[src/hdl/ffa_pkg.sv]
`timescale 1ns / 1ps
package ffa_pkg;

    localparam int POOL_BYTES   = 1024;
    localparam int MAX_SEGMENTS = 1024;

    localparam int START_W = $clog2(POOL_BYTES);
    localparam int SIZE_W  = $clog2(POOL_BYTES + 1);
    localparam int CNT_W   = $clog2(MAX_SEGMENTS + 1);
    localparam int IDX_W   = $clog2(MAX_SEGMENTS);
    localparam int REQ_W   = 11;
    localparam int OFS_W   = 10;
    localparam int STAT_W  = 11;
    localparam int CMP_W   = (SIZE_W > REQ_W) ? SIZE_W : REQ_W;

    typedef logic [START_W-1:0] start_t;
    typedef logic [SIZE_W-1:0]  size_t;
    typedef logic [CNT_W-1:0]   cnt_t;
    typedef logic [IDX_W-1:0]   pidx_t;
    typedef logic [CMP_W-1:0]   cmp_t;
    typedef logic [STAT_W-1:0]  stat_t;
    typedef logic [OFS_W-1:0]   ofs_t;

    localparam stat_t STAT_MAX = '1;

    localparam logic FUNC_ALLOC = 1'b0;
    localparam logic FUNC_FREE  = 1'b1;

    typedef enum logic [1:0] {
        ST_OK      = 2'd0,
        ST_NOFIT   = 2'd1,
        ST_BADFREE = 2'd2,
        ST_FULL    = 2'd3
    } status_t;

    typedef enum logic [2:0] {
        S_IDLE,
        S_ALIGN,
        S_PASS,
        S_DRAIN,
        S_REPORT
    } state_t;

    // one table entry as it travels along the chain
    typedef struct packed {
        logic   valid;
        logic   used;
        start_t start;
        size_t  size;
    } seg_t;

    localparam seg_t SEG_EMPTY = '{valid: 1'b0, used: 1'b0, start: '0, size: '0};
    localparam seg_t SEG_INIT0 = '{valid: 1'b1, used: 1'b0, start: '0,
                                   size: size_t'(POOL_BYTES)};

    typedef struct packed {
        logic              func;
        logic [REQ_W-1:0]  request_size;
        ofs_t              release_offset;
    } req_t;

    typedef struct packed {
        status_t status;
        ofs_t    block_offset;
        stat_t   free_total;
        stat_t   largest_free;
        stat_t   fragmentation;
    } rsp_t;

    function automatic stat_t sat_stat(input size_t v);
        cmp_t w;
        w = cmp_t'(v);
        if (w > cmp_t'(STAT_MAX))
            return STAT_MAX;
        else
            return stat_t'(w);
    endfunction

    function automatic ofs_t ofs_of(input start_t s);
        logic [START_W+OFS_W-1:0] w;
        w = {{OFS_W{1'b0}}, s};
        return w[OFS_W-1:0];
    endfunction

    function automatic logic start_is(input start_t s, input ofs_t r);
        return {{OFS_W{1'b0}}, s} == {{START_W{1'b0}}, r};
    endfunction

endpackage

[src/hdl/ffa_ctrl.sv]
`timescale 1ns / 1ps
module ffa_ctrl (
    input  logic          clk,
    input  logic          rst_n,
    input  ffa_pkg::req_t req,
    input  logic          req_valid,
    output logic          req_ready,
    output ffa_pkg::rsp_t rsp,
    output logic          rsp_valid,
    input  logic          rsp_ready,
    input  ffa_pkg::seg_t head,
    output ffa_pkg::seg_t tail,
    output logic          shift
);

    ffa_pkg::state_t  state_reg, state_next;
    ffa_pkg::req_t    item_reg, item_next;
    ffa_pkg::seg_t    a_reg, a_next;
    logic             found_reg, found_next;
    ffa_pkg::status_t status_reg, status_next;
    ffa_pkg::start_t  offset_reg, offset_next;
    ffa_pkg::cnt_t    count_reg, count_next;
    ffa_pkg::size_t   total_reg, total_next;
    ffa_pkg::size_t   largest_reg, largest_next;
    ffa_pkg::pidx_t   pass_reg, pass_next;
    logic             drain_first_reg, drain_first_next;
    ffa_pkg::rsp_t    rsp_reg, rsp_next;
    logic             rsp_valid_reg, rsp_valid_next;

    always_ff @(posedge clk or negedge rst_n)
    begin
        if (!rst_n)
        begin
            state_reg       <= ffa_pkg::S_IDLE;
            a_reg           <= ffa_pkg::SEG_EMPTY;
            count_reg       <= ffa_pkg::cnt_t'(1);
            rsp_valid_reg   <= 1'b0;
            found_reg       <= 1'b0;
            drain_first_reg <= 1'b0;
            pass_reg        <= '0;
        end
        else
        begin
            state_reg       <= state_next;
            a_reg           <= a_next;
            count_reg       <= count_next;
            rsp_valid_reg   <= rsp_valid_next;
            found_reg       <= found_next;
            drain_first_reg <= drain_first_next;
            pass_reg        <= pass_next;
        end
    end

    always_ff @(posedge clk)
    begin
        item_reg    <= item_next;
        status_reg  <= status_next;
        offset_reg  <= offset_next;
        total_reg   <= total_next;
        largest_reg <= largest_next;
        rsp_reg     <= rsp_next;
    end

    always_comb
    begin
        ffa_pkg::seg_t xp;
        ffa_pkg::seg_t e2;
        ffa_pkg::cmp_t sum;
        logic          hit;
        logic          split;
        logic          stat_en;

        state_next       = state_reg;
        item_next        = item_reg;
        a_next           = a_reg;
        found_next       = found_reg;
        status_next      = status_reg;
        offset_next      = offset_reg;
        count_next       = count_reg;
        total_next       = total_reg;
        largest_next     = largest_reg;
        pass_next        = pass_reg;
        drain_first_next = drain_first_reg;
        rsp_next         = rsp_reg;
        rsp_valid_next   = rsp_valid_reg;
        req_ready        = 1'b0;
        shift            = 1'b0;
        tail             = ffa_pkg::SEG_EMPTY;
        xp               = head;
        e2               = ffa_pkg::SEG_EMPTY;
        hit              = 1'b0;
        split            = 1'b0;
        stat_en          = 1'b0;
        sum              = ffa_pkg::cmp_t'(head.start) + ffa_pkg::cmp_t'(item_reg.request_size);

        if (rsp_valid_reg && rsp_ready)
            rsp_valid_next = 1'b0;

        case (state_reg)
            ffa_pkg::S_IDLE:
            begin
                req_ready = 1'b1;
                if (req_valid)
                begin
                    item_next    = req;
                    found_next   = 1'b0;
                    status_next  = (req.func == ffa_pkg::FUNC_FREE) ?
                                   ffa_pkg::ST_BADFREE : ffa_pkg::ST_NOFIT;
                    offset_next  = '0;
                    total_next   = '0;
                    largest_next = '0;
                    pass_next    = '0;
                    a_next       = ffa_pkg::SEG_EMPTY;
                    state_next   = ffa_pkg::S_ALIGN;
                end
            end

            ffa_pkg::S_ALIGN:
            begin
                // rotate until the segment at pool offset zero sits at the head
                if (head.valid && head.start == '0)
                    state_next = ffa_pkg::S_PASS;
                else
                begin
                    shift = 1'b1;
                    tail  = head;
                end
            end

            ffa_pkg::S_PASS:
            begin
                shift     = 1'b1;
                stat_en   = 1'b1;
                pass_next = pass_reg + 1'b1;
                if (pass_reg == ffa_pkg::pidx_t'(ffa_pkg::MAX_SEGMENTS - 1))
                begin
                    state_next       = ffa_pkg::S_DRAIN;
                    drain_first_next = 1'b1;
                end

                if (item_reg.func == ffa_pkg::FUNC_ALLOC)
                begin
                    hit = head.valid && !found_reg && (item_reg.request_size != '0) &&
                          !head.used &&
                          (ffa_pkg::cmp_t'(head.size) >= ffa_pkg::cmp_t'(item_reg.request_size));
                    if (hit)
                    begin
                        found_next  = 1'b1;
                        offset_next = head.start;
                        if (ffa_pkg::cmp_t'(head.size) > ffa_pkg::cmp_t'(item_reg.request_size))
                        begin
                            if (count_reg == ffa_pkg::cnt_t'(ffa_pkg::MAX_SEGMENTS))
                                status_next = ffa_pkg::ST_FULL;
                            else
                            begin
                                split       = 1'b1;
                                xp.used     = 1'b1;
                                xp.size     = ffa_pkg::size_t'(item_reg.request_size);
                                e2.valid    = 1'b1;
                                e2.used     = 1'b0;
                                e2.start    = ffa_pkg::start_t'(sum);
                                e2.size     = head.size - ffa_pkg::size_t'(item_reg.request_size);
                                count_next  = count_reg + 1'b1;
                                status_next = ffa_pkg::ST_OK;
                            end
                        end
                        else
                        begin
                            xp.used     = 1'b1;
                            status_next = ffa_pkg::ST_OK;
                        end
                    end

                    if (a_reg.valid)
                    begin
                        tail   = a_reg;
                        a_next = xp;
                    end
                    else
                    begin
                        tail = xp;
                        if (split)
                            a_next = e2;
                    end
                end
                else
                begin
                    hit = head.valid && !found_reg && head.used &&
                          ffa_pkg::start_is(head.start, item_reg.release_offset);
                    if (hit)
                    begin
                        found_next  = 1'b1;
                        xp.used     = 1'b0;
                        offset_next = head.start;
                        status_next = ffa_pkg::ST_OK;
                    end

                    // held entry lags one slot so a free neighbor can fold into it;
                    // holes pass straight by so neighbors across a hole still meet
                    if (!xp.valid)
                        tail = xp;
                    else if (a_reg.valid && !a_reg.used && !xp.used)
                    begin
                        a_next.size = a_reg.size + xp.size;
                        count_next  = count_reg - 1'b1;
                    end
                    else
                    begin
                        tail   = a_reg;
                        a_next = xp;
                    end
                end
            end

            ffa_pkg::S_DRAIN:
            begin
                // push the held entry out until a hole is absorbed
                if (!a_reg.valid)
                    state_next = ffa_pkg::S_REPORT;
                else
                begin
                    shift            = 1'b1;
                    tail             = a_reg;
                    a_next           = head;
                    stat_en          = drain_first_reg;
                    drain_first_next = 1'b0;
                end
            end

            ffa_pkg::S_REPORT:
            begin
                if (!rsp_valid_reg || rsp_ready)
                begin
                    rsp_next.status        = status_reg;
                    rsp_next.block_offset  = (status_reg == ffa_pkg::ST_OK) ?
                                             ffa_pkg::ofs_of(offset_reg) : '0;
                    rsp_next.free_total    = ffa_pkg::sat_stat(total_reg);
                    rsp_next.largest_free  = ffa_pkg::sat_stat(largest_reg);
                    rsp_next.fragmentation = ffa_pkg::sat_stat(total_reg - largest_reg);
                    rsp_valid_next         = 1'b1;
                    state_next             = ffa_pkg::S_IDLE;
                end
            end

            default:
            begin
                state_next = ffa_pkg::S_IDLE;
            end
        endcase

        if (stat_en && tail.valid && !tail.used)
        begin
            total_next = total_reg + tail.size;
            if (tail.size > largest_reg)
                largest_next = tail.size;
        end
    end

    assign rsp       = rsp_reg;
    assign rsp_valid = rsp_valid_reg;

endmodule

[config.mk]
export PLATFORM = sky130hd
export DESIGN_NAME = ffa_ctrl
export DESIGN_NICKNAME = d
export VERILOG_FILES = /design/src/hdl/ffa_pkg.sv /design/src/hdl/ffa_ctrl.sv
export SDC_FILE = /design/constraint.sdc
export NUM_CORES = 1
export LEC_CHECK = 0
export BUFFER_PORTS_ARGS = -buffer_cell sky130_fd_sc_hd__buf_2
export CAP_MARGIN = 5
export CORE_UTILIZATION = 35
export DETAILED_ROUTE_END_ITERATION = 10
export SYNTH_ARGS = -nofsm -noshare
export SYNTH_HDL_FRONTEND = slang
export SYNTH_SLANG_ARGS = --single-unit
export TNS_END_PERCENT = 5
[constraint.sdc]
create_clock -name clk -period 5.1 [get_ports clk]
set_input_delay 0.255 -clock clk [delete_from_list [all_inputs] [get_ports clk]]
set_output_delay 0.255 -clock clk [all_outputs]
set_load 0.1 [all_outputs]
==> key figures <==
Power and ir drop
  – Final Power: 7.05 mW
  – Worst ir drop on vdd: between 0.3 and 0.4 mV
  – Leak Pwr: 5.11 nW
  – Power per cell area: 582 nW/µm²

Logic synthesis
  – Post-synthesis async set-or-reset flop share: 0.331
  – Adder-cell share of the synthesized area: 0.0986
  – Number of synthesized flops with an enable pin: 90
  – Cell count after synthesis: about 1100
  – Yosys cell types: 72
  – Synth Area in Simple Gates: 0.146
  – Mean Syn Cell Area: 9.34 µm²
  – Complex-gate fraction of the synthesized area: 0.219
  – Synth Area in XOR/XNOR: 0.0479
  – Synthesized area: 10200 µm²
  – Top_reg_cell synth: edfxtp_1
  – Ys Warns: 0
  – Yosys reg bits: 151
  – Largest family of logic cells by synthesized area: compound AO/OA/AOI/OAI gates
  – Cell taking the most area after synthesis: edfxtp_1
  – Syn nets: 1221
  – Top cells by area, synth: edfxtp_1, dfrtp_1, ha_1
  – Register area share after synthesis: 0.408
  – Area share of the largest cell type after synthesis: 0.264
  – Mux cell area share after synthesis: 0.0278

Clock tree
  – TritonCTS buffer count: 17
  – Worst skew pair latency: around 0.43 ns
  – TritonCTS clock tree: yes
  – Clk pin slew, worst setup/hold paths: 0.07 ns
  – # clock sinks: 151
  – Root Buffer: clkbuf_16
  – Depth of the CTS H-tree: 4
  – Clock Path Buffers: 2
  – Post-CTS Setup Inserts: 0

Setup path
  – Worst EP arrival: 5.02 ns
  – Worst EP required: 5.28 ns
  – CP endpoint kind: register
  – Startpoint types: register
  – Crit path cell chain: inv_1 > ha_1 > a211o_1 > or2_1 > o211ai_2 > a21oi_1 > mux2i_1 > o21ai_0 > a21boi_1 > inv_1 > ha_1 > fa_1 > a21o_1 > a21oi_1 > o21bai_1 > a21oi_1 > o21ai_0 > a31oi_1 > o21a_1 > nor3_1
  – Cells on worst reg2reg path: 20
  – CP max-delay cell: edfxtp_1
  – CP peak stage delay: ~0.46 ns
  – Critical path type: register to register
  – Most used cell, CP: a21oi_1
  – Worst Path Max Fanout: 5

Finish
  – Finished Layout Cells: ~1600
  – Area Overhead vs Synth: 18.5%
  – Final net count: roughly 1300
  – Max reg flops: between 40 and 50
  – Filler cells: 2844
  – Share of cells above drive strength 1: 0.172

Worst hold path
  – Worst hold path class: input pin to register
  – Hold path cells: 1

Route
  – Final ANT Viol Nets: 0
  – Wirelength per Cell: about 19 µm
  – Total Routed Length: between 20 and 30 mm
  – Initial DRC Count: 891
  – Via count: 9018
  – DR vias/cell: 5.59
  – First drt pass iteration count: 7
  – Drt drc: 0

Timing
  – Fin Setup TNS: 0 ns
  – Final count of hold timing violations: 0
  – Rel. slew slack: 0.186
  – Final period utilization: 0.948
  – RSZ-0062 raised after global routing: true
  – Final Max Slew Viols: 0
  – Clock skew: 0.0128 ns
  – Period minus WS final: 4.84 ns
  – Final setup vio count: 0
  – Fmax: about 210 MHz
  – Worst Tran Pin Value: 1.21 ns

Place
  – Placed insts: 1565
  – Hpwl dp: 22.3 mm
  – IO Port Bufs: 119
  – RePlAce Congestion: 0.895

Global route
  – Total track usage: 0.201
  – Largest net degree at the start of global routing: 56
  – Total grt overflow: 0
  – First-pass GRT wire length: 47.1 mm
  – Vias in the first global route: 8611
  – Number of antenna violations at the first check in global routing: 2

Floorplanning
  – Die Y-Extent: 173 µm
  – DIE AREA: 29900 µm²
  – Core ar.: 28700 µm²
  – Row count: a little over 60
  – I/O pin count: 120
  – Die Width: 173 µm
  – Initial core utilization: 0.356

Job
  – Number of max-cap violations: 0

Status
  – Status: completed
## report_power, final
part           switching (mW)  internal [mW]
Combinational            2.83           1.07
Sequential              0.187           1.61
Clock                   0.579          0.783
Total                    3.59           3.46
## placed cells by master, fill, tap and decap left out, types with 10 or more instances in the layout
cell,count
and3_1,21
a21oi_1,49
a211oi_1,18
nor2_1,81
and2_1,15
a22oi_1,12
a222oi_1,10
edfxtp_1,90
buf_4,37
inv_1,67
a311oi_1,11
ha_1,71
mux2i_1,16
clkbuf_16,17
a21o_1,13
nand2_1,96
nand3_1,34
a221o_1,17
dfrtp_1,49
o21ai_0,92
buf_2,119
o21a_1,12
xnor2_1,37
dfxtp_1,11
xor2_1,19
nor3_1,28
dlygate4sd3_1,15
nor2b_1,16
## path summary, 6_finish.rpt
| path | to | from | slack, ns |
|---|---|---|---|
| worst max-delay path | total_reg[10] | item_reg[16] | 0.26 |
| worst min-delay path | item_reg[15] | req[15] | 0.01 |
| worst max register to register | total_reg[10] | item_reg[16] | 0.26 |
| worst min register to register | rsp[15] | largest_reg[4] | 0.43 |
| max in group asynchronous | state_reg[1] | rst_n | 4.11 |
| min in group asynchronous | pass_reg[4] | rst_n | 0.49 |
## worst max-delay path, delay by kind of cell (launching register included)
| kind | cells | cell delay [ns] |
|---|---|---|
| buffers and inverters | 2 | 0.23 |
| AOI/OAI and AO/OA | 12 | 2.52 |
| DFF | 1 | 0.46 |
| adders and majority gates | 3 | 0.92 |
| muxes | 1 | 0.17 |
| and+or+nand+nor | 2 | 0.29 |
## metal layers
| metal | global-route usage | vias up | part of all wire |
|---|---|---|---|
| li1 | - | 4302 | - |
| met1 | 0.272 | 4277 | 0.45 |
| met2 | 0.318 | 374 | 0.45 |
| met3 | 0.0372 | 63 | 0.064 |
| met4 | 0.0774 | 2 | 0.028 |
| met5 | 0 | - | 0.00043 |
## cell families after synthesis
family / count (synthesis)
buffers and inverters: 137
adders and majority gates: 77
and+or+nand+nor: 319
xor gates and xnor gates: 56
muxes: 27
DFF: 151
AOI/OAI and AO/OA: 328
## Yosys cell counts, drive strengths merged, types with 6 or more instances
master	count
o21ai	103
nand2	96
edfxtp	90
nor2	81
ha	71
inv	67
clkbuf	60
a21oi	51
dfrtp	49
xnor2	37
nand3	34
nor3	29
a211oi	21
and3	21
xor2	19
a221o	17
mux2i	16
nor2b	16
and2	15
a21o	14
a22oi	12
o21a	12
a311oi	11
dfxtp	11
mux2	11
a222oi	10
buf	10
a31oi	9
a221oi	8
nor4	7
o211ai	7
o31ai	7
fa	6
nand2b	6
## through the flow
stage                     hold slack [ns]  setup slack (ns)  utilization  cell area (µm²)
after floorplan                   -0.0406            -0.112            -            10300
after global placement              0.418             0.155        0.395            11300
after detailed placement            0.415            0.0373        0.395            11300
after CTS                        0.000772            0.0364        0.421            12100
after global routing              0.00167          -0.00131        0.422            12100
final                             0.00984             0.264        0.422            12100
## cell type report
cell class | count | area (µm²) | area share
Antenna cell | 1 | 2.50 | 0.000206
Clock buffer | 17 | 425 | 0.0351
Clock inverter | 15 | 189 | 0.0156
Inverter | 67 | 251 | 0.0208
Multi-Input combinational cell | 807 | 5570 | 0.460
Sequential cell | 151 | 4180 | 0.345
Tap cell | 384 | 480 | 0.0396
Timing Repair Buffer | 171 | 1020 | 0.0845
## what timing repair did
item,CTS,global route
endpoints found under the setup margin,0,13
endpoints found under the hold margin,45,2
gates resized for setup,0,4
hold buffers,13,2
(Power assumes the default switching activity.)
